File: config.mk
export PLATFORM = sky130hd
export DESIGN_NAME = mpts_queue
export DESIGN_NICKNAME = d
export VERILOG_FILES = /design/src/hw/rtl/multi_policy_task_scheduler_assert.svh /design/src/hw/rtl/mpts_pkg.sv /design/src/hw/rtl/mpts_queue.sv
export SDC_FILE = /design/constraint.sdc
export NUM_CORES = 1
export LEC_CHECK = 0
export BUFFER_PORTS_ARGS = -buffer_cell sky130_fd_sc_hd__buf_2
export CAP_MARGIN = 20
export CORE_MARGIN = 2
export CORE_UTILIZATION = 50
export DETAILED_ROUTE_END_ITERATION = 10
export PLACE_DENSITY = 0.79
export SLEW_MARGIN = 20
export SYNTH_ARGS = -nofsm -noshare
export SYNTH_HDL_FRONTEND = slang
export SYNTH_SLANG_ARGS = --single-unit
File: constraint.sdc
create_clock -name clock -period 3.9 [get_ports clock]
set_input_delay 0.195 -clock clock [delete_from_list [all_inputs] [get_ports clock]]
set_output_delay 0.195 -clock clock [all_outputs]
set_load 0.005 [all_outputs]
File: src/hw/rtl/multi_policy_task_scheduler_assert.svh
// Assertion macros used by the scheduler engine.
`ifndef MULTI_POLICY_TASK_SCHEDULER_ASSERT_SVH
`define MULTI_POLICY_TASK_SCHEDULER_ASSERT_SVH

// Same-cycle implication, disabled while reset is high.
`define MPTS_ASSERT_IMP(lbl, clk, rst, ante, cons) \
   lbl: assert property (@(posedge clk) disable iff (rst) (ante) |-> (cons)) \
      else $error("scheduler assertion failed");

// Next-cycle implication, disabled while reset is high.
`define MPTS_ASSERT_NEXT(lbl, clk, rst, ante, cons) \
   lbl: assert property (@(posedge clk) disable iff (rst) (ante) |=> (cons)) \
      else $error("scheduler assertion failed");

`endif

File: src/hw/rtl/mpts_pkg.sv
`default_nettype none
package mpts_pkg;

   // Number of task table entries; entry fields are six bits wide.
   localparam int NUM_ENTRIES = 64;

   // Operation codes of a request beat.
   localparam logic [2:0] OP_ALLOC     = 3'd0;
   localparam logic [2:0] OP_SET_STATE = 3'd1;
   localparam logic [2:0] OP_SET_PRIO  = 3'd2;
   localparam logic [2:0] OP_TICK      = 3'd3;
   localparam logic [2:0] OP_PICK      = 3'd4;
   localparam logic [2:0] OP_QUERY     = 3'd5;

   // Entry states.
   localparam logic [2:0] ST_UNUSED   = 3'd0;
   localparam logic [2:0] ST_EMBRYO   = 3'd1;
   localparam logic [2:0] ST_SLEEPING = 3'd2;
   localparam logic [2:0] ST_RUNNABLE = 3'd3;
   localparam logic [2:0] ST_RUNNING  = 3'd4;
   localparam logic [2:0] ST_ZOMBIE   = 3'd5;

   // Pick strategies.
   localparam logic [2:0] STRAT_RR       = 3'd0;
   localparam logic [2:0] STRAT_RR_QUANT = 3'd1;
   localparam logic [2:0] STRAT_PRIO_Q   = 3'd2;
   localparam logic [2:0] STRAT_PRIO_TBL = 3'd3;
   localparam logic [2:0] STRAT_LOTTERY  = 3'd4;

   // Configuration register indexes.
   localparam logic [1:0] CSR_STRATEGY = 2'd0;
   localparam logic [1:0] CSR_QUANTUM  = 2'd1;
   localparam logic [1:0] CSR_TICKETS  = 2'd2;

   localparam logic [2:0] PRIO_DEFAULT  = 3'd3;
   localparam logic [2:0] PRIO_FALLBACK = 3'd5;
   localparam logic [2:0] PRIO_WORST    = 3'd6;

   // Decoded request handed from the front end to the engine.
   typedef struct packed {
      logic [2:0]  op;
      logic [5:0]  entry;
      logic        bad_entry;
      logic        state_ok;
      logic [2:0]  new_state;
      logic [2:0]  new_prio;
      logic [15:0] winner;
   } cmd_type;

   // One task table entry.
   typedef struct packed {
      logic [2:0]  st;
      logic [2:0]  prio;
      logic [31:0] turnaround;
      logic [31:0] waiting;
      logic [31:0] burst;
      logic [7:0]  slice;
      logic [31:0] start_t;
      logic [31:0] end_t;
   } rec_type;

   localparam rec_type REC_RESET = '{st: ST_UNUSED, prio: PRIO_DEFAULT, default: '0};
   localparam rec_type REC_ZERO  = '0;

   function automatic logic [31:0] sat_inc(input logic [31:0] v);
      sat_inc = (v == 32'hFFFF_FFFF) ? v : v + 32'd1;
   endfunction

   function automatic logic [2:0] map_prio(input logic [3:0] p);
      map_prio = (p >= 4'd1 && p <= 4'd6) ? p[2:0] : PRIO_FALLBACK;
   endfunction

   function automatic logic [7:0] table_slice(input logic [2:0] p);
      logic [7:0] s;
      unique case (p)
         3'd2:    s = 8'd15;
         3'd3:    s = 8'd12;
         3'd4:    s = 8'd8;
         3'd5:    s = 8'd6;
         3'd6:    s = 8'd4;
         default: s = 8'd2;
      endcase
      table_slice = s;
   endfunction

   // Accounting update of one entry for one tick.
   function automatic rec_type tick_rec(input rec_type r);
      rec_type n;
      n = r;
      if (r.st == ST_RUNNABLE) begin
         n.turnaround = sat_inc(r.turnaround);
         n.waiting    = sat_inc(r.waiting);
      end else if (r.st == ST_SLEEPING) begin
         n.turnaround = sat_inc(r.turnaround);
      end else if (r.st == ST_RUNNING) begin
         n.turnaround = sat_inc(r.turnaround);
         n.burst      = sat_inc(r.burst);
         if (r.slice != 8'd0) begin
            n.slice = r.slice - 8'd1;
         end
      end
      tick_rec = n;
   endfunction

endpackage
`default_nettype wire

File: src/hw/rtl/mpts_queue.sv
`default_nettype none
module mpts_queue (
   input  wire logic              clock,
   input  wire logic              reset,
   input  wire logic              push,
   input  mpts_pkg::cmd_type      push_cmd,
   output logic                   full,
   output logic                   pop_valid,
   output mpts_pkg::cmd_type      pop_cmd,
   input  wire logic              pop
);

   mpts_pkg::cmd_type slot_ff [2];
   logic [1:0]        count_ff;
   logic              wptr_ff;
   logic              rptr_ff;

   assign full      = (count_ff == 2'd2);
   assign pop_valid = (count_ff != 2'd0);
   assign pop_cmd   = slot_ff[rptr_ff];

   // Two-slot command queue between front end and engine.
   always_ff @(posedge clock) begin
      if (reset) begin
         count_ff <= 2'd0;
         wptr_ff  <= 1'b0;
         rptr_ff  <= 1'b0;
      end else begin
         if (push) begin
            slot_ff[wptr_ff] <= push_cmd;
            wptr_ff          <= ~wptr_ff;
         end
         if (pop) begin
            rptr_ff <= ~rptr_ff;
         end
         if (push && !pop) begin
            count_ff <= count_ff + 2'd1;
         end else if (pop && !push) begin
            count_ff <= count_ff - 2'd1;
         end
      end
   end

endmodule
`default_nettype wire

=== Word-level counts from Yosys, hierarchy flattened ===
Memory sizes are Yosys's and may differ from the RTL's. A register that Yosys moved wholly into a read port is not among the register bits.
Index checks and enable logic that the tools add are counted.

* Memories: 1
* Bits in latches: 0
* Logic and storage cells: 22
* Bits in registers: 4
* Bits in read-only memories: 0
* Bits in writable memories: 66
* Input bits: 37
* Output and inout port bits: 35

* Bitwise logic cells: 2
* Equality and inequality tests: 1
* Shifts and indexed selects: 0
* Divide/modulo/power cells: 0
* $mul: 0
* $add $sub $neg: 2
* Reductions and logical operators: 6
* Multiplexer cells: 7
* Order comparisons: 0

{| class="wikitable"
|+ Memories
! memory !! words !! bits a word !! rd ports !! clocked after memory_dff !! write ports !! RTL line !! source
|-
| slot_ff || 2 || 33 || 1 || 1 || 1 || mpts_queue.sv:13 || <nowiki>mpts_pkg::cmd_type slot_ff [2];</nowiki>
|}

{| class="wikitable"
|+ Operators by type and width
! operator !! count
|-
| 1-bit 2-to-1 mux || 5
|-
| 2-bit 2-to-1 mux || 2
|-
| 2-bit nonzero test || 2
|-
| 2-bit by 1-bit adder with 2-bit output, second input constant || 1
|-
| 2-bit equality test, second input constant || 1
|-
| 1-bit logical AND || 2
|-
| 1-bit logical NOT || 2
|-
| 1-bit inverter || 2
|-
| 2-bit by 1-bit subtractor with 2-bit output, second input constant || 1
|}

=== Logic depth before layout (Yosys ltp) ===
Gate-level depths: netlist of the first run.

* Depth after elaboration: 4
* Gate-level depth with buffers: 5
* Depth with buffers taken out: 5

=== Worst setup path before layout of the first run ===
No wires, ideal clock.

* Path kind: flip-flop to flip-flop
* Start point: register wptr_ff
* End point: memory slot_ff[0][0] (netlist bit), enable pin
* Path slack: 0.644 ns
* Arrival time: 2.785 ns
* Buffers on the path: 0
* Required time: 3.429 ns
* Cell stages (with the launch flop): 2
* Clock period less this slack: 3.256 ns
* Setup time: 0.471 ns
* Path through: dfxtp_1 nor3b_1

{| class="wikitable"
|+ RTL lines
! item !! RTL line !! source
|-
| start: declaration || mpts_queue.sv:15 || <nowiki>logic wptr_ff;</nowiki>
|-
| start signal: assignment || mpts_queue.sv:31 || <nowiki>wptr_ff <= ~wptr_ff;</nowiki>
|-
| end: declaration || mpts_queue.sv:13 ||
|}

Straight into the memory's write port.

==> reports/metrics.yaml, run 1 <==
max_freq_ghz: 0.460
ctsHoldBuffers: 0
synth_seq_cells: 71
cp.arrival_ns: 1.98
syn_to_final_growth_pct: 25.9
start_util: 0.515
worst-setup-path-type: "flop to output pin"
final_nets: 244
ys_seq_area_frac: 0.802
rrSetupSlack_ns: 2.39
hp-start: "push_cmd[12]"
vias: 1351
power.density_nw_per_um2: 519
insertion_delay_ns: 0.32
final-setup-viol-count: 0
die_height_um: 76.0
drive_above_1_share: 0.583
worstSetupStartpointType: "flop"
path_delay_family: "flip-flops"
slowest_delay_ns: 0.76
min_period_over_period: 0.558
hold_violations: 0
htree_levels: 3
cts_setup_buffers: 0
avgViaCountPerCell: 4.81
worst-path-buf-inv: 2
post-route-cell-area_um2: 3270
clk_pin_slew_ns: 0.07
worst_slack_ns: 1.72
drtIter0Drc: 72
timing.rr.end: "slot_ff[1][31]"
rr_worst_depth: 1
yosysUniqueCellTypes: 17
worstMarginPinSlew_ns: 0.796
maxSlewViolCount: 0
first_pass_iters: 4
fillers: 362
cts_buffer_depth: 2
die-area_um2: 5780
routed_wl_um: 4280
max_cap_violations: 0
syn_avg_cell_area_um2: 20.8
place_area_um2: 3040
worstHoldPathCells: 1
critPathCaptureType: "output pin"
numCtsBuffers: 9
antenna_left: 0
crit_fanout: 18
hpwl_um: 2850
cts_resized: 0
fin_util: 0.648
antenna_found_initial: 0
grt_max_degree: 34
grt_pass1_vias: 1405
track_usage: 0.154
synth_area_um2: 2590
p_leak_nw: 1.24
final-instance-count-excl-fill: 281
worstReg2RegStart: "wptr_ff"
path_cells: "buf_4 > mux2_2 > buf_2"
cts-root-buf: "clkbuf_8"
status: "finished clean"
grt_remaining_overflow: 0
netlist_instances: 125
dp_cells: 265
path_depth: 3
worstHoldEndpoint: "slot_ff[1][12]"
hp-class: "input port to flop"
io_pins: 72
max-vdd-ir-drop_v: 0.000355
place_ws_ns: 2.03
period_needed_ns: 2.18
fp.coreArea_um2: 5040
fin_setup_tns_ns: 0
finClkSkew_ns: 0.00549
required_ns: 3.70
rsz0062_at_grt: "no"
io_buffers: 71
cts_sinks: 71
relSlewSlack: 0.469
syn-num-nets: 163
wl_per_cell_um: 15.2
slowest_stage: "dfxtp_1"
die_w_um: 76.0
cts_tree: "done"
grt_pass1_wl_um: 6660
drc: 0
n_antenna_cell: 0
row_count: 26
yosys_warnings: 0
gp_routability_congestion: 0.725
## cell families after synthesis
group                    share of synthesized area
AND/OR/NAND/NOR                             0.0203
adder cells (fa/ha/maj)                    0.00482
multiplexers                                 0.143
AO/OA/AOI/OAI                              0.00385
flip-flops                                   0.802
buffers and inverters                       0.0121
XOR/XNOR                                    0.0135
## layout make-up
class	instances	area, um^2	share of cell area
clock buffers	12	135	0.0413
clock inverters	4	93.8	0.0287
inverters	1	3.75	0.00115
multi-input cells	49	488	0.149
flip-flops and latches	71	2080	0.637
well taps	70	87.6	0.0268
repair buffers	74	378	0.116
## synthesized netlist by cell type, drive strengths merged
cell type	n	area, um^2
mux2	33	372
xnor2	2	17.5
inv	1	3.75
and2b	1	8.76
or3	1	6.26
or2	1	6.26
buf	4	27.5
a21oi	1	5.00
dfxtp	5	100
o21ai	1	5.00
nor2	4	15.0
and3b	1	8.76
xor2	2	17.5
ha	1	12.5
edfxtp	66	1980
nor3b	1	7.51
## stage by stage
step / power [mW] / hold slack [ns]
finish: 1.70 / 0.0546
global placement: 1.04 / 0.383
detailed placement: 1.05 / 0.387
global route: 1.76 / 0.0342
CTS: 1.71 / 0.0419
floorplan: 0.977 / 0.264
## state kept, by name (all words and copies together), names as in the netlist, named ones only
signal	flops
wptr_ff	1
slot_ff	66
rptr_ff	1
count_ff	2
## routing by layer
metal | GRT usage | vias up | routed length [um]
li1 | - | 645 | -
met1 | 0.183 | 664 | 1820
met2 | 0.251 | 35 | 2240
met4 | 0.0764 | 0 | 72
met3 | 0.0533 | 7 | 154
met5 | 0 | - | 0
## placed cells by master, fill, tap and decap left out
cell and instances:
buf_2 71, edfxtp_1 66, mux2_2 33, clkbuf_8 9, dfxtp_1 5, nor2_1 4, clkbuf_1 3, bufinv_16 3
buf_4 3, xnor2_1 2, xor2_1 2, inv_1 1, or2_2 1, and3b_2 1, nor3b_2 1, and2b_2 1
o21ai_0 1, or3_1 1, a21oi_1 1, ha_1 1, clkinv_1 1
## worst max path at each step
stage               endpoint  slack (ns)
2_1_floorplan  slot_ff[0][0]        0.64
3_3_place_gp      pop_cmd[0]        2.04
3_5_place_dp      pop_cmd[0]        2.03
4_1_cts           pop_cmd[0]        1.66
5_1_grt          pop_cmd[11]        1.60
6_report          pop_cmd[0]        1.72
## where the power goes
part	switching, mW	leakage, nW	internal, mW
clock	0.247	0.112	0.424
combinational	0.0617	0.480	0.0793
sequential	0.0163	0.648	0.868
total	0.325	1.24	1.37
No activity file was read; power rests on OpenSTA's default activity.
==> run 2, diff against run 1 <==
Settings changed: ABC_AREA set to 1, PLACE_DENSITY 0.79 to 0.78.
Clock period 3.9 ns to 2.2 ns, I/O delays scaled along.
==> reports/metrics.yaml, run 2 <==
muxShareOfSynthArea: 0.175
n_antenna_cell: 0
yosys.area.top_type_share: 0.716
synth_top_family_by_area: "multiplexers"
relSlewSlack: 0.680
die_height_um: 78.4
max_freq_ghz: 0.570
synthXorXnorAreaFrac: 0.00316
insertion_delay_ns: 0.33
fin_setup_tns_ns: 0
place_ws_ns: 0.761
rr_worst_depth: 4
hpwl_um: 3040
register_area_um2: 2080
fp.coreArea_um2: 5440
worst_slack_ns: 0.445
yosysUniqueCellTypes: 16
synth_largest_area_cell: "edfxtp_1"
maxSlewViolCount: 0
async_reset_ff_frac: 0
avgViaCountPerCell: 4.78
synth_fa_ha_area_frac: 0.00452
antenna_found_initial: 0
grt_remaining_overflow: 0
track_usage: 0.166
cts_resized: 0
multi_input_area_um2: 601
cp.arrival_ns: 1.64
row_count: 27
die-area_um2: 6150
final_common_cell: "buf_2"
ys_seq_area_frac: 0.752
worstSetupStartpointType: "flop"
regMostFlops: "slot_ff"
yosys_warnings: 0
synth_area_um2: 2770
routed_wl_um: 4870
status: "finished clean"
final-setup-viol-count: 0
synth_compound_area_frac: 0.00542
worstMarginPinSlew_ns: 0.479
hp-class: "input port to flop"
synth_seq_cells: 71
netlist_instances: 137
min_period_over_period: 0.798
required_ns: 2.09
first_pass_iters: 4
grt_pass1_wl_um: 7430
synth-edff-count: 66
cts_tree: "done"
synthFlopType: "edfxtp_1"
cts_sinks: 71
wl_per_cell_um: 14.9
period_needed_ns: 1.75
syn-num-nets: 175
htree_levels: 3
fillers: 390
drc: 0
max_cap_violations: 0
syn_to_final_growth_pct: 33.2
drive_above_1_share: 0.471
power.density_nw_per_um2: 733
io_pins: 72
cts-root-buf: "clkbuf_8"
grt_pass1_vias: 1613
syn_avg_cell_area_um2: 20.2
synth.area.top_cells: "edfxtp_1 (72%), mux2_4 (16%), dfxtp_1 (3.6%)"
cts_buffer_depth: 2
die_w_um: 78.4
reg_top3: "slot_ff (66), count_ff (2)"
drtIter0Drc: 103
vias: 1562
synth-simple-area-share: 0.0221
rsz0062_at_grt: "no"
final_nets: 289
clk_pin_slew_ns: 0.06
power_mw: 2.70
yosysMostFrequentCell: "edfxtp_1"
cts_setup_buffers: 0
synthTopCellsByCount: "edfxtp_1 (66), mux2_4 (30), inv_1 (9)"
start_util: 0.509
worstHoldPathCells: 2
antenna_left: 0
grt_max_degree: 34
numCtsBuffers: 9
worst-setup-path-type: "flop to output pin"
p_leak_nw: 1.49
crit_fanout: 20
gp_routability_congestion: 0.719
critPathCaptureType: "output pin"
finClkSkew_ns: 0.00499
hold_violations: 0
io_buffers: 71
layout_common_cells: "buf_2 (71), edfxtp_1 (66), dlygate4sd3_1 (33), mux2_4 (30)"
largest_register_ffs: 66
max-vdd-ir-drop_v: 0.000459
-- run 2: cell types whose count changed after synthesis, moves of 2 or more --
cell     change
buf_12       +3
mux2_2      -30
mux2_4      +30
inv_1        +8
nand2_1      +7
buf_4        -3
xor2_1       -2
-- run 2: logic make-up (layout without fill, tap and decap cells) --
| group | after synthesis | after routing |
|---|---|---|
| AO/OA/AOI/OAI | 3 | 3 |
| XOR/XNOR | 1 | 1 |
| multiplexers | 33 | 33 |
| buffers and inverters | 13 | 131 |
| adder cells (fa/ha/maj) | 1 | 1 |
| AND/OR/NAND/NOR | 15 | 15 |
| flip-flops | 71 | 71 |
-- run 2: path summary, 6_finish.rpt --
kind | startpoint | endpoint | slack [ns]
min reg2reg | wptr_ff | wptr_ff | 0.47
max | flop | pop_cmd[27] | 0.45
min | reset | flop | 0.07
max reg2reg | wptr_ff | slot_ff[0][23] | 0.74
-- run 2: layout make-up --
type | count | share of cell area
clock buffers | 13 | 0.0377
multi-input cells | 53 | 0.163
well taps | 72 | 0.0244
flip-flops and latches | 71 | 0.565
repair buffers | 107 | 0.199
clock inverters | 2 | 0.00237
inverters | 9 | 0.00916
-- run 2: stage by stage --
stage,utilization,hold WS [ns],instances,cell area [um^2]
3_3_place_gp,0.590,0.299,279,3210
3_5_place_dp,0.590,0.302,279,3210
5_1_grt,0.678,0.0684,327,3690
6_report,0.678,0.0656,327,3690
2_1_floorplan,-,0.179,137,2780
4_1_cts,0.678,0.0643,327,3690
-- run 2: metal layers --
metal | vias to the layer above | wire length [um] | track usage
met3 | 15 | 202 | 0.0471
met2 | 48 | 2670 | 0.301
met1 | 759 | 1840 | 0.173
li1 | 740 | - | -
met5 | - | 0 | 0
met4 | 0 | 156 | 0.0895
-- run 2: critical path: stages, from the launching register on --
cell and delay (ns):
dfxtp_2 0.61, buf_12 0.26, mux2_4 0.32, buf_2 0.13
-- run 2: repair_timing --
action | 4_1_cts | 5_1_grt
endpoints found under the setup margin | 0 | 0
hold buffers | 33 | 0
hold endpoints to repair | 66 | 0
-- run 2: power by group --
| part | internal (mW) | leakage [nW] | switching, mW | total (mW) |
|---|---|---|---|---|
| clock | 0.399 | 0.0749 | 0.410 | 0.808 |
| combinational | 0.205 | 0.768 | 0.130 | 0.335 |
| sequential | 1.53 | 0.648 | 0.0272 | 1.56 |
==> run 3, diff against run 2 <==
Settings changed: ABC_AREA 1 to 0, PLACE_DENSITY 0.78 to 0.79.
Clock period 2.2 ns to 1.7 ns, I/O delays scaled along.
==> reports/metrics.yaml, run 3 (same netlist as run 1, synthesis figures left out) <==
final-setup-viol-count: 0
multi_input_area_um2: 493
gp_routability_congestion: 0.735
regMostFlops: "slot_ff"
routed_wl_um: 4550
fin_setup_tns_ns: 0
timing.rr.end: "slot_ff[0][21]"
final_common_cell: "buf_2"
critPathCaptureType: "output pin"
p_comb_frac: 0.109
numCtsBuffers: 9
max-vdd-ir-drop_v: 0.000578
hpwl_um: 2520
rr_worst_depth: 2
hp-start: "reset"
clk_pin_slew_ns: 0.07
antenna_left: 0
final-instance-count-excl-fill: 315
die_w_um: 76.0
antenna_found_initial: 0
cts-root-buf: "clkbuf_8"
power_mw: 3.80
reg_top3: "slot_ff (66), count_ff (2)"
max_cap_violations: 0
power.density_nw_per_um2: 1050
layout_common_cells: "buf_2 (71), edfxtp_1 (66), mux2_2 (33), dlygate4sd3_1 (33), clkbuf_8 (9)"
switching_power_mw: 0.760
avgViaCountPerCell: 4.69
htree_levels: 3
cts_setup_buffers: 0
ctsHoldBuffers: 33
drive_above_1_share: 0.498
worstSetupStartpointType: "flop"
period_needed_ns: 1.51
cts_buffer_depth: 2
worstMarginPinSlew_ns: 0.321
track_usage: 0.165
grt_max_degree: 34
first_pass_iters: 4
hold_violations: 0
cts_sinks: 71
relSlewSlack: 0.786
n_antenna_cell: 0
insertion_delay_ns: 0.33
pwr-share-seq: 0.530
fillers: 328
register_area_um2: 2080
row_count: 26
drc: 0
p_int_mw: 3.04
cts_tree: "done"
finClkSkew_ns: 0.00325
rsz0062_at_grt: "no"
io_pins: 72
dp_cells: 266
maxSlewViolCount: 0
worstReg2RegStart: "wptr_ff"
grt_pass1_wl_um: 7040
max_freq_ghz: 0.661
worstHoldPathCells: 2
grt_pass1_vias: 1481
swShare: 0.200
worst-setup-path-type: "flop to output pin"
io_buffers: 71
grt_remaining_overflow: 0
die_height_um: 76.0
syn_to_final_growth_pct: 39.1
start_util: 0.515
clkPwrFrac: 0.360
required_ns: 1.62
wl_per_cell_um: 14.5
status: "finished clean"
crit_fanout: 33
fp.coreArea_um2: 5040
cts_resized: 0
min_period_over_period: 0.891
largest_register_ffs: 66
worstHoldEndpoint: "count_ff[1]"
vias: 1477
drtIter0Drc: 67
cp.arrival_ns: 1.43
p_leak_nw: 1.38
rrSetupSlack_ns: 0.46
hp-class: "input port to flop"
final_nets: 278
die-area_um2: 5780
## run 3: cell count changes in the layout (fill, tap and decap cells not counted), sizes merged, moves of 2 or more
cell | before | now
inv | 9 | 1
nand2 | 7 | 0
clkbuf | 13 | 10
bufinv | 0 | 2
clkinv | 2 | 4
xor2 | 0 | 2
## run 3: how the worst max path moves through the flow
stage | start | endpoint | cells past startpoint
after floorplan | wptr_ff | slot_ff[0][0] | 1
after global placement | wptr_ff | slot_ff[0][21] | 2
after detailed placement | wptr_ff | slot_ff[0][21] | 2
after CTS | flop | pop_cmd[7] | 3
after global routing | flop | pop_cmd[7] | 3
final | flop | pop_cmd[7] | 3
## run 3: stage by stage
stage	util	worst slack [ns]	cell area [um^2]	hold slack (ns)
3_3_place_gp	0.610	0.479	3080	0.274
5_1_grt	0.716	0.128	3610	0.0268
2_1_floorplan	-	0.0319	2610	0.154
6_report	0.716	0.186	3610	0.0211
4_1_cts	0.716	0.186	3610	0.00997
3_5_place_dp	0.610	0.459	3080	0.276
## run 3: power by group through the flow
stage / combinational [mW] / clock [mW] / sequential [mW]
floorplan: 0.193 / 0 / 2.05
global placement: 0.351 / 0 / 2.05
detailed placement: 0.355 / 0 / 2.05
CTS: 0.416 / 1.39 / 2.02
global route: 0.453 / 1.46 / 2.02
finish: 0.415 / 1.37 / 2.02
## run 3: metal layers
metal  global-route usage  vias to the layer above  wire, um
met4               0.0727                        0        96
li1                     -                      714         -
met5                    0                        -         0
met3               0.0569                       10       184
met1                0.187                      704      1900
met2                0.283                       49      2380
## run 3: worst max-delay path, cell delays in order, from the launching register on
cell	delay, ns
dfxtp_1	0.35
buf_12	0.22
mux2_2	0.38
buf_2	0.14
## run 3: cell type report
cell class	count	share of cell area
repair buffers	108	0.205
well taps	70	0.0243
clock inverters	6	0.0208
inverters	1	0.00104
clock buffers	10	0.0354
multi-input cells	49	0.137
flip-flops and latches	71	0.577
